<file path="config.mk">
export PLATFORM = sky130hd
export DESIGN_NAME = resp_stream_tokenizer_core
export DESIGN_NICKNAME = d
export VERILOG_FILES = /design/src/design/rsptok_pkg.sv /design/src/design/resp_stream_tokenizer_core.sv /design/src/design/rsptok_cell.sv /design/src/design/rsptok_stack.sv /design/src/design/rsptok_queue.sv
export SDC_FILE = /design/constraint.sdc
export NUM_CORES = 2
export LEC_CHECK = 0
export BUFFER_PORTS_ARGS = -buffer_cell sky130_fd_sc_hd__buf_4
export CORE_MARGIN = 2
export CORE_UTILIZATION = 58
export CTS_CLUSTER_DIAMETER = 120
export DETAILED_ROUTE_END_ITERATION = 8
export MAX_ROUTING_LAYER = met4
export PLACE_DENSITY_LB_ADDON = 0.1
export SLEW_MARGIN = 10
export SYNTH_ARGS = -nofsm -noshare
export SYNTH_HDL_FRONTEND = slang
export SYNTH_SLANG_ARGS = --single-unit
</file>
<file path="constraint.sdc">
create_clock -name clk -period 17.5 [get_ports clk]
set_clock_uncertainty 0.2 [all_clocks]
set_input_delay 2.625 -clock clk [delete_from_list [all_inputs] [get_ports clk]]
set_output_delay 2.625 -clock clk [all_outputs]
set_load 0.01 [all_outputs]
</file>
<file path="src/design/rsptok_pkg.sv">
// rsptok_pkg: shared types and constants for the resp stream tokenizer
// no dependencies
`default_nettype none
package rsptok_pkg;
	localparam int MAX_DEPTH_DEF    = 8;
	localparam int HEADER_LIMIT_DEF = 31;
	localparam int LENW             = 31;

	localparam logic [63:0] SAT_MAG  = 64'h8000_0000_0000_0000;
	localparam logic [63:0] INT_MAXV = 64'h7FFF_FFFF_FFFF_FFFF;
	localparam logic [63:0] LEN_MAXV = 64'h0000_0000_7FFF_FFFF;
	localparam logic [63:0] SAT_DIV  = SAT_MAG / 64'd10;

	localparam logic [7:0] CH_CR    = 8'h0D;
	localparam logic [7:0] CH_LF    = 8'h0A;
	localparam logic [7:0] CH_PLUS  = 8'h2B;
	localparam logic [7:0] CH_MINUS = 8'h2D;
	localparam logic [7:0] CH_COLON = 8'h3A;
	localparam logic [7:0] CH_DOLL  = 8'h24;
	localparam logic [7:0] CH_STAR  = 8'h2A;
	localparam logic [7:0] CH_SPACE = 8'h20;
	localparam logic [7:0] CH_TAB   = 8'h09;
	localparam logic [7:0] CH_ZERO  = 8'h30;
	localparam logic [7:0] CH_NINE  = 8'h39;

	localparam logic [3:0] EV_NONE      = 4'd0;
	localparam logic [3:0] EV_SIMPLE    = 4'd1;
	localparam logic [3:0] EV_ERROR     = 4'd2;
	localparam logic [3:0] EV_BULK      = 4'd3;
	localparam logic [3:0] EV_SIMPLE_END = 4'd4;
	localparam logic [3:0] EV_ERROR_END = 4'd5;
	localparam logic [3:0] EV_BULK_END  = 4'd6;
	localparam logic [3:0] EV_INTEGER   = 4'd7;
	localparam logic [3:0] EV_NIL       = 4'd8;
	localparam logic [3:0] EV_BULK_START = 4'd9;
	localparam logic [3:0] EV_ARRAY_START = 4'd10;
	localparam logic [3:0] EV_PROTO_ERR = 4'd11;

	localparam logic [1:0] KIND_SIMPLE = 2'd0;
	localparam logic [1:0] KIND_ERROR  = 2'd1;
	localparam logic [1:0] KIND_INT    = 2'd2;

	typedef enum logic [4:0] {
		M_TYPE   = 5'b00001,
		M_LINE   = 5'b00010,
		M_HEADER = 5'b00100,
		M_BULK   = 5'b01000,
		M_TRAIL  = 5'b10000
	} mode_t;

	typedef struct packed {
		logic [3:0]  ev;
		logic [7:0]  txt;
		logic [63:0] num;
		logic [3:0]  nest;
		logic [3:0]  closed;
		logic        last;
	} result_t;

	typedef struct packed {
		logic            fin;
		logic            push;
		logic            clear;
		logic [LENW-1:0] push_val;
	} stk_ctl_t;
endpackage
`default_nettype wire

</file>
<file path="src/design/resp_stream_tokenizer_core.sv">
// resp_stream_tokenizer_core: byte-serial tokenizer top level
// depends on rsptok_pkg, rsptok_stack, rsptok_queue
// one byte per cycle while in_ready is high; a byte's results enter the result queue with its transaction
// the result queue emits one result per cycle while out_ready is high, so a byte with two results
// takes two queue slots; in_ready drops when fewer than two slots remain
// close cascade ripples through the row of stack cells within the cycle
// arst_n clears parser state, stack depth and queue; stack counts are not reset
`default_nettype none
module resp_stream_tokenizer_core #(
	parameter int MAX_DEPTH    = rsptok_pkg::MAX_DEPTH_DEF,
	parameter int HEADER_LIMIT = rsptok_pkg::HEADER_LIMIT_DEF
) (
	input  wire logic               clk,
	input  wire logic               arst_n,
	input  wire logic               in_valid,
	output logic                    in_ready,
	input  wire logic [7:0]         data_byte,
	output logic                    out_valid,
	input  wire logic               out_ready,
	output logic [3:0]              event_res,
	output logic [7:0]              text_byte,
	output logic signed [63:0]      number_value,
	output logic [3:0]              nest_level,
	output logic [3:0]              arrays_closed,
	output logic                    last
);
	import rsptok_pkg::*;

	localparam int DW = $clog2(MAX_DEPTH + 1);
	localparam int HW = $clog2(HEADER_LIMIT + 2);
	localparam int CW = ($clog2(MAX_DEPTH + 2) > 4) ? $clog2(MAX_DEPTH + 2) : 4;

	typedef struct packed {
		logic [63:0]   acc;
		logic          neg;
		logic          stopped;
		logic [HW-1:0] hc;
		logic [1:0]    phase;
	} num_t;

	typedef struct packed {
		mode_t           mode;
		logic [1:0]      kind;
		logic            cr;
		num_t            ns;
		logic [LENW-1:0] rem;
		logic [1:0]      trail;
	} st_t;

	st_t      st_q, nx;
	stk_ctl_t ctl;
	result_t  r0, r1;
	logic     push0, push1, room, acc_in;
	logic [DW-1:0] depth, fin_depth, fin_closed;
	result_t  head;

	function automatic logic [3:0] sat4(input logic [CW-1:0] v);
		return (v > CW'(15)) ? 4'd15 : v[3:0];
	endfunction

	function automatic num_t num_char(input num_t s, input logic [7:0] ch);
		num_t        o;
		logic [63:0] v;
		o = s;
		v = '0;
		if (o.hc <= HW'(HEADER_LIMIT)) begin
			o.hc = o.hc + HW'(1);
		end
		if (!(o.hc > HW'(HEADER_LIMIT) || o.stopped)) begin
			if (ch >= CH_ZERO && ch <= CH_NINE) begin
				o.phase = 2'd2;
				if (o.acc > SAT_DIV) begin
					o.acc = SAT_MAG;
				end else begin
					v = (o.acc << 3) + (o.acc << 1) + {60'd0, ch[3:0]};
					o.acc = (v > SAT_MAG) ? SAT_MAG : v;
				end
			end else if (o.phase == 2'd0 &&
				(ch == CH_SPACE || (ch >= CH_TAB && ch <= CH_CR))) begin
				o.phase = 2'd0;
			end else if (o.phase == 2'd0 && (ch == CH_PLUS || ch == CH_MINUS)) begin
				o.neg   = ch == CH_MINUS;
				o.phase = 2'd1;
			end else begin
				o.stopped = 1'b1;
			end
		end
		return o;
	endfunction

	// a held-back cr fed to the number reader: never a digit
	function automatic num_t num_cr(input num_t s);
		num_t o;
		o = s;
		if (o.hc <= HW'(HEADER_LIMIT)) begin
			o.hc = o.hc + HW'(1);
		end
		if (!(o.hc > HW'(HEADER_LIMIT) || o.stopped) && o.phase != 2'd0) begin
			o.stopped = 1'b1;
		end
		return o;
	endfunction

	assign acc_in   = in_valid & in_ready;
	assign in_ready = room;

	always_comb begin
		logic [7:0]      c;
		logic            lb;
		logic            n1;
		logic [LENW-1:0] len;
		logic [3:0]      tev;
		logic [3:0]      nest_cur;
		logic [3:0]      nest_fin;
		c        = data_byte;
		nx       = st_q;
		lb       = 1'b0;
		n1       = 1'b0;
		r0       = '0;
		r1       = '0;
		push0    = 1'b0;
		push1    = 1'b0;
		ctl      = '0;
		len      = (st_q.ns.acc > LEN_MAXV) ? LEN_MAXV[LENW-1:0] : st_q.ns.acc[LENW-1:0];
		tev      = (st_q.kind == KIND_ERROR) ? EV_ERROR : EV_SIMPLE;
		nest_cur = sat4(CW'(depth));
		nest_fin = sat4(CW'(fin_depth));
		ctl.push_val = len;

		case (st_q.mode)
			M_TYPE: begin
				nx.cr = 1'b0;
				nx.ns = '0;
				nx.kind = KIND_SIMPLE;
				if (c == CH_PLUS) begin
					nx.mode = M_LINE;
				end else if (c == CH_MINUS) begin
					nx.mode = M_LINE;
					nx.kind = KIND_ERROR;
				end else if (c == CH_COLON) begin
					nx.mode = M_LINE;
					nx.kind = KIND_INT;
				end else if (c == CH_DOLL) begin
					nx.mode = M_HEADER;
				end else if (c == CH_STAR) begin
					nx.mode = M_HEADER;
					nx.kind = KIND_ERROR;
				end else begin
					// inline command keeps its first byte
					nx.mode = M_LINE;
					if (c == CH_CR) begin
						nx.cr = 1'b1;
					end else begin
						push0  = 1'b1;
						r0.ev  = EV_SIMPLE;
						r0.txt = c;
						r0.nest = nest_cur;
					end
				end
			end
			M_LINE, M_HEADER: begin
				lb = 1'b1;
			end
			M_BULK: begin
				if (st_q.rem <= LENW'(1)) begin
					nx.rem   = '0;
					nx.mode  = M_TRAIL;
					nx.trail = 2'd2;
				end else begin
					nx.rem = st_q.rem - LENW'(1);
				end
				push0   = 1'b1;
				r0.ev   = EV_BULK;
				r0.txt  = c;
				r0.nest = nest_cur;
			end
			M_TRAIL: begin
				if (st_q.trail <= 2'd1) begin
					nx.trail  = '0;
					nx.mode   = M_TYPE;
					ctl.fin   = 1'b1;
					push0     = 1'b1;
					r0.ev     = EV_BULK_END;
					r0.nest   = nest_fin;
					r0.closed = sat4(CW'(fin_closed));
				end else begin
					nx.trail = st_q.trail - 2'd1;
				end
			end
			default: begin
				nx.mode = M_TYPE;
			end
		endcase

		if (lb) begin
			n1 = (st_q.mode == M_LINE) && (st_q.kind != KIND_INT);
			if (st_q.cr && c == CH_LF) begin
				nx.cr = 1'b0;
				push0 = 1'b1;
				if (st_q.mode == M_LINE) begin
					nx.mode   = M_TYPE;
					ctl.fin   = 1'b1;
					r0.nest   = nest_fin;
					r0.closed = sat4(CW'(fin_closed));
					if (st_q.kind == KIND_INT) begin
						r0.ev  = EV_INTEGER;
						r0.num = st_q.ns.neg ? (~st_q.ns.acc + 64'd1) :
							((st_q.ns.acc > INT_MAXV) ? INT_MAXV : st_q.ns.acc);
					end else begin
						r0.ev = (st_q.kind == KIND_ERROR) ? EV_ERROR_END : EV_SIMPLE_END;
					end
				end else if (st_q.ns.hc > HW'(HEADER_LIMIT)) begin
					nx.mode   = M_TYPE;
					ctl.clear = 1'b1;
					r0.ev     = EV_PROTO_ERR;
				end else if (st_q.ns.neg && st_q.ns.acc != 64'd0) begin
					nx.mode   = M_TYPE;
					ctl.fin   = 1'b1;
					r0.ev     = EV_NIL;
					r0.nest   = nest_fin;
					r0.closed = sat4(CW'(fin_closed));
				end else if (st_q.kind == KIND_SIMPLE) begin
					if (len == '0) begin
						nx.mode  = M_TRAIL;
						nx.trail = 2'd2;
					end else begin
						nx.mode = M_BULK;
						nx.rem  = len;
					end
					r0.ev   = EV_BULK_START;
					r0.num  = {{(64-LENW){1'b0}}, len};
					r0.nest = nest_cur;
				end else if (len == '0) begin
					// empty array closes itself
					nx.mode   = M_TYPE;
					ctl.fin   = 1'b1;
					r0.ev     = EV_ARRAY_START;
					r0.nest   = nest_fin;
					r0.closed = sat4(CW'(fin_closed) + CW'(1));
				end else if (depth >= DW'(MAX_DEPTH)) begin
					nx.mode   = M_TYPE;
					ctl.clear = 1'b1;
					r0.ev     = EV_PROTO_ERR;
				end else begin
					nx.mode  = M_TYPE;
					ctl.push = 1'b1;
					r0.ev    = EV_ARRAY_START;
					r0.num   = {{(64-LENW){1'b0}}, len};
					r0.nest  = sat4(CW'(depth) + CW'(1));
				end
			end else if (st_q.cr) begin
				// late cr released as data, then the current byte unless it is another cr
				nx.cr = (c == CH_CR);
				if (n1) begin
					push0   = 1'b1;
					r0.ev   = tev;
					r0.txt  = CH_CR;
					r0.nest = nest_cur;
					if (c != CH_CR) begin
						push1   = 1'b1;
						r1.ev   = tev;
						r1.txt  = c;
						r1.nest = nest_cur;
					end
				end else begin
					nx.ns = num_cr(st_q.ns);
					if (c != CH_CR) begin
						nx.ns = num_char(nx.ns, c);
					end
				end
			end else if (c == CH_CR) begin
				nx.cr = 1'b1;
			end else if (n1) begin
				push0   = 1'b1;
				r0.ev   = tev;
				r0.txt  = c;
				r0.nest = nest_cur;
			end else begin
				nx.ns = num_char(st_q.ns, c);
			end
		end

		if (push1) begin
			r1.last = 1'b1;
		end else begin
			r0.last = 1'b1;
		end

		if (!acc_in) begin
			push0 = 1'b0;
			push1 = 1'b0;
			ctl   = '0;
		end
	end

	always_ff @(posedge clk or negedge arst_n) begin
		if (!arst_n) begin
			st_q <= '{mode: M_TYPE, kind: '0, cr: 1'b0, ns: '0, rem: '0, trail: '0};
		end else if (acc_in) begin
			st_q <= nx;
		end
	end

	rsptok_stack #(.MAX_DEPTH(MAX_DEPTH), .DW(DW)) u_stack (
		.clk       (clk),
		.arst_n    (arst_n),
		.ctl       (ctl),
		.depth     (depth),
		.fin_depth (fin_depth),
		.fin_closed(fin_closed)
	);

	rsptok_queue u_queue (
		.clk     (clk),
		.arst_n  (arst_n),
		.push0   (push0),
		.push1   (push1),
		.d0      (r0),
		.d1      (r1),
		.pop     (out_valid & out_ready),
		.room    (room),
		.nonempty(out_valid),
		.head    (head)
	);

	assign event_res     = head.ev;
	assign text_byte     = head.txt;
	assign number_value  = head.num;
	assign nest_level    = head.nest;
	assign arrays_closed = head.closed;
	assign last          = head.last;
endmodule
`default_nettype wire

</file>
<file path="src/design/rsptok_cell.sv">
// rsptok_cell: one entry of the array nesting stack, holds an element count
// depends on rsptok_pkg
`default_nettype none
module rsptok_cell #(
	parameter int IDX = 0,
	parameter int DW  = 4
) (
	input  wire logic                    clk,
	input  wire logic [DW-1:0]           depth,
	input  wire rsptok_pkg::stk_ctl_t    ctl,
	input  wire logic                    chain_in,
	output logic                         chain_out,
	output logic                         popped
);
	import rsptok_pkg::*;

	logic [LENW-1:0] cnt_q;
	logic            active;
	logic            is_one;

	assign active    = depth > DW'(IDX);
	assign is_one    = cnt_q == LENW'(1);
	assign popped    = active & chain_in & is_one;
	assign chain_out = active ? popped : chain_in;

	always_ff @(posedge clk) begin
		if (ctl.push && depth == DW'(IDX)) begin
			cnt_q <= ctl.push_val;
		end else if (ctl.fin && active && chain_in && !is_one) begin
			cnt_q <= cnt_q - LENW'(1);
		end
	end
endmodule
`default_nettype wire

</file>
<file path="src/design/rsptok_stack.sv">
// rsptok_stack: row of count cells with the depth register and close cascade
// depends on rsptok_pkg and rsptok_cell
`default_nettype none
module rsptok_stack #(
	parameter int MAX_DEPTH = rsptok_pkg::MAX_DEPTH_DEF,
	parameter int DW        = $clog2(MAX_DEPTH + 1)
) (
	input  wire logic                 clk,
	input  wire logic                 arst_n,
	input  wire rsptok_pkg::stk_ctl_t ctl,
	output logic [DW-1:0]             depth,
	output logic [DW-1:0]             fin_depth,
	output logic [DW-1:0]             fin_closed
);
	import rsptok_pkg::*;

	logic [DW-1:0]      depth_q;
	logic [MAX_DEPTH:0] chain;
	logic [MAX_DEPTH-1:0] popped;

	assign chain[MAX_DEPTH] = 1'b1;

	for (genvar i = 0; i < MAX_DEPTH; i++) begin : g_cell
		rsptok_cell #(.IDX(i), .DW(DW)) u_cell (
			.clk      (clk),
			.depth    (depth_q),
			.ctl      (ctl),
			.chain_in (chain[i+1]),
			.chain_out(chain[i]),
			.popped   (popped[i])
		);
	end

	assign fin_closed = DW'($countones(popped));
	assign fin_depth  = depth_q - fin_closed;
	assign depth      = depth_q;

	always_ff @(posedge clk or negedge arst_n) begin
		if (!arst_n) begin
			depth_q <= '0;
		end else if (ctl.clear) begin
			depth_q <= '0;
		end else if (ctl.push) begin
			depth_q <= depth_q + DW'(1);
		end else if (ctl.fin) begin
			depth_q <= fin_depth;
		end
	end
endmodule
`default_nettype wire

</file>
<file path="src/design/rsptok_queue.sv">
// rsptok_queue: four-entry result queue, takes up to two results per cycle
// depends on rsptok_pkg
`default_nettype none
module rsptok_queue (
	input  wire logic                clk,
	input  wire logic                arst_n,
	input  wire logic                push0,
	input  wire logic                push1,
	input  wire rsptok_pkg::result_t d0,
	input  wire rsptok_pkg::result_t d1,
	input  wire logic                pop,
	output logic                     room,
	output logic                     nonempty,
	output rsptok_pkg::result_t      head
);
	import rsptok_pkg::*;

	result_t    mem_q [4];
	logic [1:0] wr_q;
	logic [1:0] rd_q;
	logic [2:0] cnt_q;
	logic [2:0] n_in;

	assign n_in     = {1'b0, push0 & push1, push0 ^ push1};
	assign room     = cnt_q <= 3'd2;
	assign nonempty = cnt_q != 3'd0;
	assign head     = mem_q[rd_q];

	always_ff @(posedge clk) begin
		if (push0) begin
			mem_q[wr_q] <= d0;
		end
		if (push1) begin
			mem_q[wr_q + 2'd1] <= d1;
		end
	end

	always_ff @(posedge clk or negedge arst_n) begin
		if (!arst_n) begin
			wr_q  <= '0;
			rd_q  <= '0;
			cnt_q <= '0;
		end else begin
			wr_q  <= wr_q + n_in[1:0];
			rd_q  <= rd_q + {1'b0, pop};
			cnt_q <= cnt_q + n_in - {2'b00, pop};
		end
	end
endmodule
`default_nettype wire

</file>
==> metrics.md <==
| Metric | Value |
|---|---|
| FMAX | roughly 130 MHz |
| Drt total wl | roughly 140 mm |
| Syn Inst Count | roughly 5100 |
| Antenna violations before repair | 5 |
| Commonest non-fill, non-tap cell in the layout | o21ai_0 |
| Combinational Power Share | 0.178 |
| DRT iter0 DRCs | approximately 4500 |
| Number of synthesized flops with an enable pin | 308 |
| Post-CTS Setup Repair Bufs | 0 |
| Post-synthesis register bit count | 714 |
| Global-route wire length before repair | 215 mm |
| GR Overflow Total | 0 |
| CTS-repair resized insts | 0 |
| Setup repair after global routing missed its margin | no |
| Post-CTS Hold Fix Bufs | 0 |
| Worst Hold Class | reg2reg |
| Slowest CP cell | fa_1 |
| Die Span X | approximately 280 µm |
| Die Area | between 0.07 and 0.08 mm² |
| Period utilisation layout | 0.452 |
| Post-synth top area cell | edfxtp_1 |
| Post-layout nets | slightly above 5000 |
| Worst setup EP type | flip-flop |
| Hold Violations, Final | 0 |
| Total GRT Usage | 0.357 |
| Drt wl/cell | about 23 µm |
| Count of input and output buffers | a little under 100 |
| Post-synthesis cell type count | roughly 110 |
| Maxcap violations | 0 |
| DRC viols | 0 |
| Clock Path Buffers | 3 |
| Clock Latency Late Sink | roughly 0.65 ns |
| Outcome | complete, no violations |
| Cell Area, Synth | about 0.044 mm² |
| Antenna Violating Nets Remaining | 0 |
| Vias | around 40000 |
| CTS clk-pin slew, worst paths | ~0.060 ns |
| CTS H-tree depth | 3 |
| Final min period | ~8 ns |
| # fillers | roughly 6500 |
| Most frequent cells in the layout | o21ai_0 (689), nand2_1 (570), nand3_1 (364), nor2_1 (333), edfxtp_1 (308) |
| Routed vias/inst | 6.64 |
| Async set-reset flop share out of synthesis | 0.176 |
| Leakage | approximately 20 nW |
| NetSw | about 1.3 mW |
| Row cnt | between 100 and 150 |
| Synth Flop Type | edfxtp_1 |
| Worst-Margin Slew | around 1.3 ns |
| Proportion of layout cells with a drive suffix above 1 | 0.0958 |
| Max-Slew Margin vs Limit | 0.112 |
| Area delta synth->final | 8.88% |
| Setup TNS | 0 ns |
| CORE AREA | between 0.07 and 0.08 mm² |
| Root buf cell | clkbuf_16 |
| Sequential area share after synthesis | 0.408 |
| Pwr/cell area | between 80 and 90 mW/mm² |
| Crit path DAT | just over 8 ns |
| CTS tree | yes |
| Largest net degree at the start of global routing | between 100 and 150 |
| Post-synth top area share | 0.209 |
| Placer Congestion | approximately 1 |
| Sw frac | 0.310 |
| Syn_nets | around 5200 |
| # IOs | 99 |
| CP Launch Type | flip-flop |
| Inserted Clock Buffers | between 70 and 80 |
| Flop pwr share | 0.435 |
| Clk pwr share | 0.387 |
| Crit path kind | reg2reg |
| DIE HEIGHT | around 280 µm |
| Critical path's largest stage delay | 0.56 ns |
| Pint | roughly 3 mW |
| Count of pins over their slew limit | 0 |
| Avg Inst Size Synth | 8.74 µm² |
| Synth warn | 0 |
| Vias in the first global route | 37027 |
| Maximum VDD drop | 80.0 µV |
| Starting density of the core | 0.584 |
| Final setup fails | 0 |
| CTS Sinks | slightly above 700 |
| First-pass DRT Iterations | 6 |
| Worst path required time | between 15 and 20 ns |
| Top cells by area, synth | edfxtp_1 (21%), dfxtp_1 (13%), o21ai_0 (7.9%) |
| Overall Power | between 4 and 5 mW |
| CP Max Fanout | 6 |
| DP Wirelength | 93.9 mm |
-- per-layer routing --
| metal | up-vias | track usage | part of all wire |
|---|---|---|---|
| met4 | 0 | 0.134 | 0.041 |
| li1 | 18557 | - | - |
| met3 | 352 | 0.0540 | 0.075 |
| met1 | 19265 | 0.468 | 0.42 |
| met2 | 1702 | 0.563 | 0.47 |
| met5 | - | - | 0 |
-- cells in the mapped netlist (48+ instances only) --
master and count:
xor2_1 165, edfxtp_1 308, nand3_1 369, mux4_2 85
nand4_1 67, o21ai_0 694, or3_1 50, clkbuf_1 271
inv_1 91, nor4_1 89, ha_1 166, nand2_1 577
o21ai_1 120, nor2_1 336, dfxtp_1 280, a21oi_1 231
nor3_1 157, o22ai_1 48, dfrtp_1 125, xnor2_1 102
-- final cells by class --
cell class                 instances  area, µm²  area share
multi-input combinational       3910      24700       0.514
sequential                       714      18000       0.375
clock buffer                     105       2200      0.0458
timing repair buffer             164       1240      0.0258
tap                              978       1220      0.0254
clock inverter                    39        359     0.00747
inverter                          91        342     0.00710
antenna                            4       10.0    0.000208
-- power by group through the flow --
stage	sequential [mW]	combinational, mW	clock (mW)
after floorplan	1.81	0.539	0
after detailed placement	1.89	0.750	0
final	1.86	0.762	1.65
after global placement	1.89	0.744	0
after global routing	1.87	0.813	1.73
after CTS	1.86	0.753	1.67
-- final timing paths --
path                       slack [ns]                   end                               from  cells after the start
setup / recovery                 9.59   u_queue.mem_q[1][8]  u_stack.g_cell[7].u_cell.cnt_q[8]                     29
hold / removal                   0.26  u_queue.mem_q[2][56]               u_queue.mem_q[2][56]                      2
setup reg to reg                 9.59   u_queue.mem_q[1][8]  u_stack.g_cell[7].u_cell.cnt_q[8]                     29
hold reg to reg                  0.26  u_queue.mem_q[2][56]               u_queue.mem_q[2][56]                      2
max in group asynchronous       13.79       u_queue.rd_q[1]                             arst_n                      2
min in group asynchronous        1.78              st_q[96]                             arst_n                      1
-- logic make-up after synthesis --
family,share of synthesized area
simple gates,0.208
compound gates,0.194
flops,0.408
buf+inv,0.0386
xor+xnor,0.0529
fa+ha+maj,0.0509
mux,0.0482
-- stage by stage --
step                worst slack (ns)   util  instance area [µm²]  hold slack [ns]  std cells
floorplan                       9.29      -                44200            0.236       5056
global placement                9.47  0.601                45500            0.245       5856
detailed placement              9.31  0.601                45500            0.255       5857
CTS                             9.62  0.635                48100            0.264       6001
global route                    9.03  0.635                48100            0.283       6004
finish                          9.59  0.635                48100            0.263       6005
-- critical path, delay by kind of cell (launching register included) --
| family | cells | cell delay [ns] |
|---|---|---|
| simple gates | 9 | 2.55 |
| compound gates | 10 | 1.78 |
| xor+xnor | 1 | 0.29 |
| buf+inv | 3 | 0.17 |
| fa+ha+maj | 6 | 2.22 |
| flops | 1 | 0.45 |
-- registers in the layout, summed over array words and instances (netlist names) --
register,flops
u_queue.wr_q,2
u_queue.mem_q,340
u_queue.rd_q,2
u_queue.cnt_q,3
u_stack.depth,4
u_stack.g_cell.u_cell.cnt_q,248
st_q,115
Power figures use the tool's default switching activity.
